`config.mk`:
```
export PLATFORM = sky130hd
export DESIGN_NAME = rgb_ycbcr_integer_converter_flat
export DESIGN_NICKNAME = d
export VERILOG_FILES = /design/src/sv/rgbyc_pkg.sv /design/src/sv/rgbyc_in_if.sv /design/src/sv/rgbyc_out_if.sv /design/src/sv/rgbyc_matrix.sv /design/src/sv/rgbyc_div1000.sv /design/src/sv/rgbyc_finish.sv /design/src/sv/rgb_ycbcr_integer_converter.sv /design/src/flat_wrapper.sv
export SDC_FILE = /design/constraint.sdc
export NUM_CORES = 2
export LEC_CHECK = 0
export ABC_AREA = 1
export BUFFER_PORTS_ARGS = -buffer_cell sky130_fd_sc_hd__buf_2
export CORE_UTILIZATION = 60
export CTS_CLUSTER_SIZE = 40
export DETAILED_ROUTE_END_ITERATION = 16
export GPL_TIMING_DRIVEN = 0
export MAX_ROUTING_LAYER = met4
export PLACE_DENSITY = 0.87
export SYNTH_ARGS = -nofsm -noshare
export SYNTH_HDL_FRONTEND = slang
export SYNTH_SLANG_ARGS = --single-unit
export TNS_END_PERCENT = 10
```
`constraint.sdc`:
```
create_clock -name i_clk -period 9.1 [get_ports i_clk]
set_input_delay 0.455 -clock i_clk [delete_from_list [all_inputs] [get_ports i_clk]]
set_output_delay 0.455 -clock i_clk [all_outputs]
set_load 0.02 [all_outputs]
```
`src/sv/rgbyc_pkg.sv`:
```
`timescale 1ns / 1ps
`default_nettype none

package rgbyc_pkg;

    // Field and datapath widths
    localparam int COMP_W = 8;
    localparam int NUM_W  = 20;                  // signed numerator in thousandths
    localparam int MAG_W  = NUM_W - 1;           // magnitude plus rounding bias
    localparam int REC_W  = 20;                  // width of the 1/1000 reciprocal
    localparam int SHIFT  = 29;                  // reciprocal scale, 2**SHIFT
    localparam int PROD_W = MAG_W + REC_W;
    localparam int Q_W    = PROD_W - SHIFT;      // quotient width
    localparam int SQ_W   = Q_W + 1;             // signed quotient width
    localparam int SUM_W  = SQ_W + 1;            // luma plus chroma term

    // ceil(2**29 / 1000); exact floor(n / 1000) for every n below 2**MAG_W
    localparam logic [REC_W-1:0] DIV_REC  = REC_W'(536871);
    localparam logic [MAG_W-1:0] RND_BIAS = MAG_W'(500);

    // Forward coefficients, thousandths (signs applied in the sums)
    localparam logic signed [NUM_W-1:0] K_Y_R  = NUM_W'(257);
    localparam logic signed [NUM_W-1:0] K_Y_G  = NUM_W'(504);
    localparam logic signed [NUM_W-1:0] K_Y_B  = NUM_W'(98);
    localparam logic signed [NUM_W-1:0] K_CB_R = NUM_W'(148);
    localparam logic signed [NUM_W-1:0] K_CB_G = NUM_W'(291);
    localparam logic signed [NUM_W-1:0] K_CB_B = NUM_W'(439);
    localparam logic signed [NUM_W-1:0] K_CR_R = NUM_W'(439);
    localparam logic signed [NUM_W-1:0] K_CR_G = NUM_W'(368);
    localparam logic signed [NUM_W-1:0] K_CR_B = NUM_W'(71);

    // Inverse coefficients, thousandths
    localparam logic signed [NUM_W-1:0] K_LUMA = NUM_W'(1164);
    localparam logic signed [NUM_W-1:0] K_R_CR = NUM_W'(1596);
    localparam logic signed [NUM_W-1:0] K_G_CB = NUM_W'(392);
    localparam logic signed [NUM_W-1:0] K_G_CR = NUM_W'(813);
    localparam logic signed [NUM_W-1:0] K_B_CB = NUM_W'(2017);

    // Offsets
    localparam logic signed [NUM_W-1:0] LUMA_OFS_N   = NUM_W'(16);
    localparam logic signed [NUM_W-1:0] CHROMA_OFS_N = NUM_W'(128);
    localparam logic signed [SQ_W-1:0]  LUMA_OFS     = SQ_W'(16);
    localparam logic signed [SQ_W-1:0]  CHROMA_OFS   = SQ_W'(128);
    localparam logic signed [SUM_W-1:0] PIX_MAX      = SUM_W'(255);
    localparam logic [COMP_W-1:0]       PIX_SAT      = '1;

    typedef enum logic {
        MODE_RGB2YCC = 1'b0,
        MODE_YCC2RGB = 1'b1
    } t_mode;

    // Side information that travels with each request
    typedef struct packed {
        t_mode mode;
        logic  last;
    } t_side;

    // Load enables of the two divider stages
    typedef struct packed {
        logic ld_mag;
        logic ld_mul;
    } t_div_ctl;

endpackage

`default_nettype wire

```
`src/sv/rgbyc_in_if.sv`:
```
`timescale 1ns / 1ps
`default_nettype none

interface rgbyc_in_if;
    logic                        valid;
    logic                        ready;
    logic [rgbyc_pkg::COMP_W-1:0] comp_first;
    logic [rgbyc_pkg::COMP_W-1:0] comp_second;
    logic [rgbyc_pkg::COMP_W-1:0] comp_third;
    logic                        last_in;

    modport source (
        output valid, comp_first, comp_second, comp_third, last_in,
        input  ready
    );
    modport sink (
        input  valid, comp_first, comp_second, comp_third, last_in,
        output ready
    );
endinterface

`default_nettype wire

```
`src/sv/rgbyc_out_if.sv`:
```
`timescale 1ns / 1ps
`default_nettype none

interface rgbyc_out_if;
    logic                        valid;
    logic                        ready;
    logic [rgbyc_pkg::COMP_W-1:0] res_first;
    logic [rgbyc_pkg::COMP_W-1:0] res_second;
    logic [rgbyc_pkg::COMP_W-1:0] res_third;
    logic                        last_out;

    modport source (
        output valid, res_first, res_second, res_third, last_out,
        input  ready
    );
    modport sink (
        input  valid, res_first, res_second, res_third, last_out,
        output ready
    );
endinterface

`default_nettype wire

```
`src/sv/rgbyc_matrix.sv`:
```
`timescale 1ns / 1ps
`default_nettype none

module rgbyc_matrix (
    input  wire                                  i_clk,
    input  wire                                  i_ld,
    input  wire        [rgbyc_pkg::COMP_W-1:0]   i_a,
    input  wire        [rgbyc_pkg::COMP_W-1:0]   i_b,
    input  wire        [rgbyc_pkg::COMP_W-1:0]   i_c,
    input  rgbyc_pkg::t_side                     i_side,
    output logic signed [rgbyc_pkg::NUM_W-1:0]   o_n0,
    output logic signed [rgbyc_pkg::NUM_W-1:0]   o_n1,
    output logic signed [rgbyc_pkg::NUM_W-1:0]   o_n2,
    output logic signed [rgbyc_pkg::NUM_W-1:0]   o_nl,
    output rgbyc_pkg::t_side                     o_side
);
    import rgbyc_pkg::*;

    logic signed [NUM_W-1:0] a, b, c, d, e, yl;
    logic signed [NUM_W-1:0] n_n0, n_n1, n_n2, n_nl;
    logic signed [NUM_W-1:0] r_n0, r_n1, r_n2, r_nl;
    t_side                   r_side;

    // Widen components and remove offsets
    always_comb begin
        a  = {{(NUM_W-COMP_W){1'b0}}, i_a};
        b  = {{(NUM_W-COMP_W){1'b0}}, i_b};
        c  = {{(NUM_W-COMP_W){1'b0}}, i_c};
        d  = b - CHROMA_OFS_N;
        e  = c - CHROMA_OFS_N;
        yl = a - LUMA_OFS_N;
    end

    // Form the matrix numerators in thousandths
    always_comb begin
        unique case (i_side.mode)
            MODE_RGB2YCC: begin
                n_n0 = K_Y_R * a + K_Y_G * b + K_Y_B * c;
                n_n1 = K_CB_B * c - K_CB_R * a - K_CB_G * b;
                n_n2 = K_CR_R * a - K_CR_G * b - K_CR_B * c;
                n_nl = '0;
            end
            MODE_YCC2RGB: begin
                n_n0 = K_R_CR * e;
                n_n1 = -(K_G_CB * d) - K_G_CR * e;
                n_n2 = K_B_CB * d;
                n_nl = K_LUMA * yl;
            end
            default: begin
                n_n0 = '0;
                n_n1 = '0;
                n_n2 = '0;
                n_nl = '0;
            end
        endcase
    end

    // Capture numerators
    always_ff @(posedge i_clk) begin
        if (i_ld) begin
            r_n0   <= n_n0;
            r_n1   <= n_n1;
            r_n2   <= n_n2;
            r_nl   <= n_nl;
            r_side <= i_side;
        end
    end

    assign o_n0   = r_n0;
    assign o_n1   = r_n1;
    assign o_n2   = r_n2;
    assign o_nl   = r_nl;
    assign o_side = r_side;

endmodule

`default_nettype wire

```
`src/sv/rgbyc_div1000.sv`:
```
`timescale 1ns / 1ps
`default_nettype none

module rgbyc_div1000 (
    input  wire                                  i_clk,
    input  rgbyc_pkg::t_div_ctl                  i_ctl,
    input  wire                                  i_round,
    input  wire signed [rgbyc_pkg::NUM_W-1:0]    i_num,
    output logic       [rgbyc_pkg::Q_W-1:0]      o_q,
    output logic                                 o_neg
);
    import rgbyc_pkg::*;

    logic                    n_neg;
    logic signed [NUM_W-1:0] abs_v;
    logic [MAG_W-1:0]        n_mag;
    logic [PROD_W-1:0]       prod;
    logic                    r_neg_a, r_neg_b;
    logic [MAG_W-1:0]        r_mag;
    logic [Q_W-1:0]          r_q;

    // Split into sign and magnitude, add the rounding bias
    always_comb begin
        n_neg = i_num[NUM_W-1];
        abs_v = n_neg ? -i_num : i_num;
        n_mag = abs_v[MAG_W-1:0] + (i_round ? RND_BIAS : '0);
    end

    assign prod = PROD_W'(r_mag) * PROD_W'(DIV_REC);

    // Stage a holds the magnitude, stage b the quotient
    always_ff @(posedge i_clk) begin
        if (i_ctl.ld_mag) begin
            r_neg_a <= n_neg;
            r_mag   <= n_mag;
        end
        if (i_ctl.ld_mul) begin
            r_neg_b <= r_neg_a;
            r_q     <= prod[PROD_W-1:SHIFT];
        end
    end

    assign o_q   = r_q;
    assign o_neg = r_neg_b;

endmodule

`default_nettype wire

```
`src/sv/rgbyc_finish.sv`:
```
`timescale 1ns / 1ps
`default_nettype none

module rgbyc_finish (
    input  wire                               i_clk,
    input  wire                               i_ld,
    input  rgbyc_pkg::t_side                  i_side,
    input  wire  [rgbyc_pkg::Q_W-1:0]         i_q0,
    input  wire  [rgbyc_pkg::Q_W-1:0]         i_q1,
    input  wire  [rgbyc_pkg::Q_W-1:0]         i_q2,
    input  wire  [rgbyc_pkg::Q_W-1:0]         i_ql,
    input  wire  [3:0]                        i_neg,
    output logic [rgbyc_pkg::COMP_W-1:0]      o_res0,
    output logic [rgbyc_pkg::COMP_W-1:0]      o_res1,
    output logic [rgbyc_pkg::COMP_W-1:0]      o_res2,
    output rgbyc_pkg::t_side                  o_side
);
    import rgbyc_pkg::*;

    function automatic logic signed [SQ_W-1:0] apply_sign(input logic [Q_W-1:0] q,
                                                          input logic neg);
        logic signed [SQ_W-1:0] v;
        v = {1'b0, q};
        return neg ? -v : v;
    endfunction

    function automatic logic [COMP_W-1:0] sat8(input logic signed [SQ_W-1:0] luma,
                                               input logic signed [SQ_W-1:0] term);
        logic signed [SUM_W-1:0] s;
        s = SUM_W'(luma) + SUM_W'(term);
        if (s < 0) begin
            return '0;
        end else if (s > PIX_MAX) begin
            return PIX_SAT;
        end
        return s[COMP_W-1:0];
    endfunction

    logic signed [SQ_W-1:0] sq0, sq1, sq2, sql, fw0, fw1, fw2;
    logic [COMP_W-1:0]      n_res0, n_res1, n_res2;
    logic [COMP_W-1:0]      r_res0, r_res1, r_res2;
    t_side                  r_side;

    // Add offsets (forward) or luma with saturation (inverse)
    always_comb begin
        sq0 = apply_sign(i_q0, i_neg[0]);
        sq1 = apply_sign(i_q1, i_neg[1]);
        sq2 = apply_sign(i_q2, i_neg[2]);
        sql = apply_sign(i_ql, i_neg[3]);
        fw0 = sq0 + LUMA_OFS;
        fw1 = sq1 + CHROMA_OFS;
        fw2 = sq2 + CHROMA_OFS;
        unique case (i_side.mode)
            MODE_RGB2YCC: begin
                n_res0 = fw0[COMP_W-1:0];
                n_res1 = fw1[COMP_W-1:0];
                n_res2 = fw2[COMP_W-1:0];
            end
            MODE_YCC2RGB: begin
                n_res0 = sat8(sql, sq0);
                n_res1 = sat8(sql, sq1);
                n_res2 = sat8(sql, sq2);
            end
            default: begin
                n_res0 = '0;
                n_res1 = '0;
                n_res2 = '0;
            end
        endcase
    end

    // Output register
    always_ff @(posedge i_clk) begin
        if (i_ld) begin
            r_res0 <= n_res0;
            r_res1 <= n_res1;
            r_res2 <= n_res2;
            r_side <= i_side;
        end
    end

    assign o_res0 = r_res0;
    assign o_res1 = r_res1;
    assign o_res2 = r_res2;
    assign o_side = r_side;

endmodule

`default_nettype wire

```
`src/sv/rgb_ycbcr_integer_converter.sv`:
```
// Four-stage pipeline: matrix, magnitude, reciprocal multiply, offset/saturate;
// each accepted request passes them in that order to its result on o_pix.
// Throughput: one pixel per cycle while o_pix is ready; the pipeline accepts a
// request every cycle unless a stalled output has backed up stage by stage to the
// first stage; empty stages still take requests. Reset (synchronous, active low)
// clears all valid bits and sets the mode to RGB to YCbCr.
`timescale 1ns / 1ps
`default_nettype none

module rgb_ycbcr_integer_converter (
    input  wire                i_clk,
    input  wire                i_rst_n,
    input  wire                i_cfg_we,
    input  wire                i_cfg_wdata,
    rgbyc_in_if.sink           i_pix,
    rgbyc_out_if.source        o_pix
);
    import rgbyc_pkg::*;

    logic r_v1, r_v2, r_v3, r_v4;
    logic ld1, ld2, ld3, ld4;
    t_mode r_mode;
    t_side in_side, side1, side4, r_side2, r_side3;
    t_div_ctl div_ctl;

    logic signed [NUM_W-1:0] n0, n1, n2, nl;
    logic [Q_W-1:0]          q0, q1, q2, ql;
    logic [3:0]              neg;
    logic [COMP_W-1:0]       res0, res1, res2;

    // Mode register
    always_ff @(posedge i_clk) begin
        if (!i_rst_n) begin
            r_mode <= MODE_RGB2YCC;
        end else if (i_cfg_we) begin
            r_mode <= t_mode'(i_cfg_wdata);
        end
    end

    // Stage loads: a stage advances when empty or when its request moves on
    assign ld4 = !r_v4 || o_pix.ready;
    assign ld3 = !r_v3 || ld4;
    assign ld2 = !r_v2 || ld3;
    assign ld1 = !r_v1 || ld2;

    assign i_pix.ready = ld1;
    assign div_ctl     = '{ld_mag: ld2, ld_mul: ld3};

    // Valid bits
    always_ff @(posedge i_clk) begin
        if (!i_rst_n) begin
            r_v1 <= 1'b0;
            r_v2 <= 1'b0;
            r_v3 <= 1'b0;
            r_v4 <= 1'b0;
        end else begin
            if (ld1) r_v1 <= i_pix.valid;
            if (ld2) r_v2 <= r_v1;
            if (ld3) r_v3 <= r_v2;
            if (ld4) r_v4 <= r_v3;
        end
    end

    // Carry side information through the divider stages
    always_ff @(posedge i_clk) begin
        if (ld2) r_side2 <= side1;
        if (ld3) r_side3 <= r_side2;
    end

    assign in_side = '{mode: r_mode, last: i_pix.last_in};

    rgbyc_matrix u_matrix (
        .i_clk  (i_clk),
        .i_ld   (ld1),
        .i_a    (i_pix.comp_first),
        .i_b    (i_pix.comp_second),
        .i_c    (i_pix.comp_third),
        .i_side (in_side),
        .o_n0   (n0),
        .o_n1   (n1),
        .o_n2   (n2),
        .o_nl   (nl),
        .o_side (side1)
    );

    rgbyc_div1000 u_div0 (
        .i_clk (i_clk), .i_ctl (div_ctl), .i_round (1'b1),
        .i_num (n0), .o_q (q0), .o_neg (neg[0])
    );
    rgbyc_div1000 u_div1 (
        .i_clk (i_clk), .i_ctl (div_ctl), .i_round (1'b1),
        .i_num (n1), .o_q (q1), .o_neg (neg[1])
    );
    rgbyc_div1000 u_div2 (
        .i_clk (i_clk), .i_ctl (div_ctl), .i_round (1'b1),
        .i_num (n2), .o_q (q2), .o_neg (neg[2])
    );
    // Luma term truncates toward zero: no rounding bias
    rgbyc_div1000 u_divl (
        .i_clk (i_clk), .i_ctl (div_ctl), .i_round (1'b0),
        .i_num (nl), .o_q (ql), .o_neg (neg[3])
    );

    rgbyc_finish u_finish (
        .i_clk  (i_clk),
        .i_ld   (ld4),
        .i_side (r_side3),
        .i_q0   (q0),
        .i_q1   (q1),
        .i_q2   (q2),
        .i_ql   (ql),
        .i_neg  (neg),
        .o_res0 (res0),
        .o_res1 (res1),
        .o_res2 (res2),
        .o_side (side4)
    );

    assign o_pix.valid      = r_v4;
    assign o_pix.res_first  = res0;
    assign o_pix.res_second = res1;
    assign o_pix.res_third  = res2;
    assign o_pix.last_out   = side4.last;

    // An accepted request occupies the first stage next cycle
    a_accept_fills: assert property (@(posedge i_clk) disable iff (!i_rst_n)
        (i_pix.valid && i_pix.ready) |=> r_v1)
        else $error("accepted request missing from first stage");

    // A blocked third stage keeps its request
    a_stage3_holds: assert property (@(posedge i_clk) disable iff (!i_rst_n)
        (r_v3 && !ld4) |=> r_v3)
        else $error("third stage dropped a stalled request");

    // Forward results stay within studio range
    a_fwd_range: assert property (@(posedge i_clk) disable iff (!i_rst_n)
        (r_v4 && side4.mode == MODE_RGB2YCC) |->
        (res0 >= 8'd16 && res0 <= 8'd240 && res1 >= 8'd16 && res1 <= 8'd240 &&
         res2 >= 8'd16 && res2 <= 8'd240))
        else $error("forward result outside studio range");

endmodule

`default_nettype wire

```
`src/flat_wrapper.sv`:
```
// flat-port wrapper written by rule: the top's interface ports become plain ports
module rgb_ycbcr_integer_converter_flat import rgbyc_pkg::*;
  (i_clk, i_rst_n, i_cfg_we, i_cfg_wdata, i_pix_valid, i_pix_comp_first, i_pix_comp_second, i_pix_comp_third, i_pix_last_in, i_pix_ready, o_pix_valid, o_pix_res_first, o_pix_res_second, o_pix_res_third, o_pix_last_out, o_pix_ready);
  rgbyc_in_if i_pix_i ();
  rgbyc_out_if o_pix_i ();
  input  wire i_clk;
  input  wire i_rst_n;
  input  wire i_cfg_we;
  input  wire i_cfg_wdata;
  input wire logic [$bits(i_pix_i.valid)-1:0] i_pix_valid;
  input wire logic [$bits(i_pix_i.comp_first)-1:0] i_pix_comp_first;
  input wire logic [$bits(i_pix_i.comp_second)-1:0] i_pix_comp_second;
  input wire logic [$bits(i_pix_i.comp_third)-1:0] i_pix_comp_third;
  input wire logic [$bits(i_pix_i.last_in)-1:0] i_pix_last_in;
  output wire logic [$bits(i_pix_i.ready)-1:0] i_pix_ready;
  output wire logic [$bits(o_pix_i.valid)-1:0] o_pix_valid;
  output wire logic [$bits(o_pix_i.res_first)-1:0] o_pix_res_first;
  output wire logic [$bits(o_pix_i.res_second)-1:0] o_pix_res_second;
  output wire logic [$bits(o_pix_i.res_third)-1:0] o_pix_res_third;
  output wire logic [$bits(o_pix_i.last_out)-1:0] o_pix_last_out;
  input wire logic [$bits(o_pix_i.ready)-1:0] o_pix_ready;
  assign i_pix_i.valid = i_pix_valid;
  assign i_pix_i.comp_first = i_pix_comp_first;
  assign i_pix_i.comp_second = i_pix_comp_second;
  assign i_pix_i.comp_third = i_pix_comp_third;
  assign i_pix_i.last_in = i_pix_last_in;
  assign i_pix_ready = i_pix_i.ready;
  assign o_pix_valid = o_pix_i.valid;
  assign o_pix_res_first = o_pix_i.res_first;
  assign o_pix_res_second = o_pix_i.res_second;
  assign o_pix_res_third = o_pix_i.res_third;
  assign o_pix_last_out = o_pix_i.last_out;
  assign o_pix_i.ready = o_pix_ready;
  rgb_ycbcr_integer_converter u_core (.i_clk(i_clk), .i_rst_n(i_rst_n), .i_cfg_we(i_cfg_we), .i_cfg_wdata(i_cfg_wdata), .i_pix(i_pix_i), .o_pix(o_pix_i));
endmodule
```
==> results.py <==
metrics = {
    "clocking": {
        "cts_tree": "built",
        "insertion_delay_ns": 0.59,
        "cts_hold_buffers": 0,
        "cts_max_path_buffers": 3,
        "cts-root-buf": "clkbuf_16",
        "cts.sinks": 236,
        "clk_pin_slew_ns": 0.06,
        "numCtsBuffers": 27,
        "cts_resized": 0,
        "h-tree-depth": 1,
        "cts_setup_buffers": 0,
    },
    "final_layout": {
        "layout.nets": 8772,
        "syn_to_final_growth_pct": 4.86,
        "drive_gt1_frac": 0.0285,
        "fin_util": 0.639,
    },
    "detailed_routing": {
        "vias_per_cell": 5.57,
        "vias": 45500,
        "drt_pass1_iterations": 7,
        "drc": 0,
        "ant_nets": 0,
        "drt_iter0_markers": 3403,
        "wl_per_cell_um": 16.8,
        "routed_wl_um": 137000,
    },
    "critical_path": {
        "r2r_start": "u_core.u_div2.r_mag[18]$_DFFE_PP_",
        "cpMaxStageDelayCell": "fa_1",
        "worstRegToRegCells": 18,
        "critPathArrivalTime_ns": 8.04,
        "cp_slowest_stage_delay_ns": 0.54,
        "regToRegSetupSlack_ns": 3.43,
        "path_max_fanout": 14,
        "critPathLaunchType": "primary input",
        "critPathCaptureType": "register",
        "worstSetupPathType": "primary input to register",
        "required_ns": 9.52,
        "reg2reg_to": "u_core.u_div2.o_q[8]$_DFFE_PP_",
    },
    "sta": {
        "min_period_over_period": 0.838,
        "tightest_slew_ns": 1.24,
        "drv_slew": 0,
        "skew_ns": 0.0132,
        "period_needed_ns": 7.63,
        "setup_viol": 0,
        "maxSlewHeadroom": 0.174,
        "fmax_mhz": 131,
        "hold_viol": 0,
        "setup_ws_ns": 1.47,
        "rsz0062_at_grt": "false",
        "fin_setup_tns_ns": 0,
    },
    "global_routing": {
        "grt_pass1_wl_um": 223000,
        "grt_overflow": 0,
        "groute.usage.overall": 0.304,
        "grt_pass1_vias": 46000,
        "grt_max_degree": 79,
        "antenna_found_initial": 5,
    },
    "floorplanning": {
        "rows": 110,
        "ios": 58,
        "start_util": 0.609,
        "die_w_um": 305,
        "core_um2": 90600,
        "die_h_um": 305,
        "design.die.area_um2": 93200,
    },
    "synthesis": {
        "syn_inst": 6868,
        "yosysSeqAreaShare": 0.128,
        "yosys_warnings": 0,
        "synth_area_per_cell_um2": 8.03,
        "synth_area_leader_cell": "ha_1",
        "syn_nets": 8683,
        "ys_ff_latch": 236,
        "ys.flop_type": "edfxtp_1",
        "async_flop_share": 0,
        "synth_commonest_cells": "1615 x inv_1, 1273 x nand2_1, 1234 x ha_1",
        "synthDistinctLibCells": 54,
        "synth_area_um2": 55200,
        "synth_most_common_cell": "inv_1",
        "yosysTopAreaCellShare": 0.280,
        "synth_edf_count": 231,
        "synth_area_leaders": "ha_1 28%, fa_1 20%, edfxtp_1 13%, inv_1 11%, nand2_1 8.7%",
    },
    "place": {
        "post-place-ws_ns": 0.962,
        "place_congestion": 0.986,
        "portBuffers": 57,
        "dpl.hpwl_um": 118000,
    },
    "min_path": {
        "min_path_cells": 1,
        "min_from": "i_pix_last_in",
        "min_to": "u_core.u_matrix.o_side[0]$_DFFE_PP_",
        "hp-class": "primary input to register",
    },
    "run": {
        "drv_cap": 0,
    },
    "run_status": {
        "status": "complete, no violations",
    },
}
layout make-up:
cell class / instances / area, um^2
multi-input combinational: 4979 / 41900
inverter: 1621 / 6090
antenna: 4 / 10.0
clock buffer: 31 / 691
sequential: 236 / 7040
fill: 7252 / 32700
clock inverter: 18 / 161
buffer: 32 / 143
tap: 1176 / 1470
timing repair buffer: 60 / 338
stage by stage:
stage / std cells / area [um^2] / hold WS, ns
after floorplan: 6868 / 55200 / 0.400
after global placement: 8101 / 56900 / 0.402
after detailed placement: 8104 / 57000 / 0.405
after CTS: 8153 / 57800 / 0.0545
after global routing: 8157 / 57800 / 0.0568
final: 8157 / 57800 / 0.0670
routing by layer:
metal	global-route usage	wire length (um)	part of all wire	vias to the layer above
met1	0.365	56400	0.41	21300
met4	0.114	5800	0.042	0
met5	-	0	0	-
met2	0.526	66300	0.48	1632
li1	-	-	-	22100
met3	0.0333	8650	0.063	374
flip-flops by register name, summed over array words and instances, names as in the netlist, 17 cells and up:
name and flops:
u_core.u_matrix.o_n0 20, u_core.u_matrix.o_n1 20, u_core.u_matrix.o_n2 20, u_core.u_div0.r_mag 19, u_core.u_div1.r_mag 19, u_core.u_div2.r_mag 19
u_core.u_matrix.o_nl 18, u_core.u_divl.r_mag 17
cell usage in the layout (no fill, tap or decap), drive strengths merged, types with 129 or more instances in the layout:
cell       n
xor2     129
a21oi    376
fa       550
inv     1621
nand2   1293
o21ai    268
edfxtp   231
nand3    296
nor2     415
ha      1234
worst max-delay path by stage:
stage                                                    end                  from  slack (ns)
after floorplan           u_core.u_matrix.o_n2[17]$_DFFE_PP_  i_pix_comp_second[2]        2.13
after global placement    u_core.u_matrix.o_n1[17]$_DFFE_PP_   i_pix_comp_first[6]        1.05
after detailed placement  u_core.u_matrix.o_n2[17]$_DFFE_PP_  i_pix_comp_second[0]        0.96
after CTS                 u_core.u_matrix.o_n2[17]$_DFFE_PP_  i_pix_comp_second[0]        1.54
after global routing      u_core.u_matrix.o_n1[17]$_DFFE_PP_   i_pix_comp_first[6]        1.02
final                     u_core.u_matrix.o_n2[17]$_DFFE_PP_  i_pix_comp_second[0]        1.47
cell families after synthesis:
group,count (synthesis),share of synthesized area
AO/OA/AOI/OAI,787,0.0782
buffers and inverters,1653,0.113
flip-flops,236,0.128
adder cells (fa/ha/maj),1784,0.479
AND/OR/NAND/NOR,2193,0.168
XOR/XNOR,215,0.0343
worst max-delay path, delay by kind of cell:
family / cells / cell delay [ns]
adders and majority gates: 10 / 4.19
buffers and inverters: 7 / 0.81
AOI/OAI and AO/OA: 8 / 1.51
and+or+nand+nor: 9 / 0.89
xor gates and xnor gates: 1 / 0.16
Power is left out: the tool's default activity adds up to more than one toggle a clock period on the data nets, which glitch-free logic cannot reach.
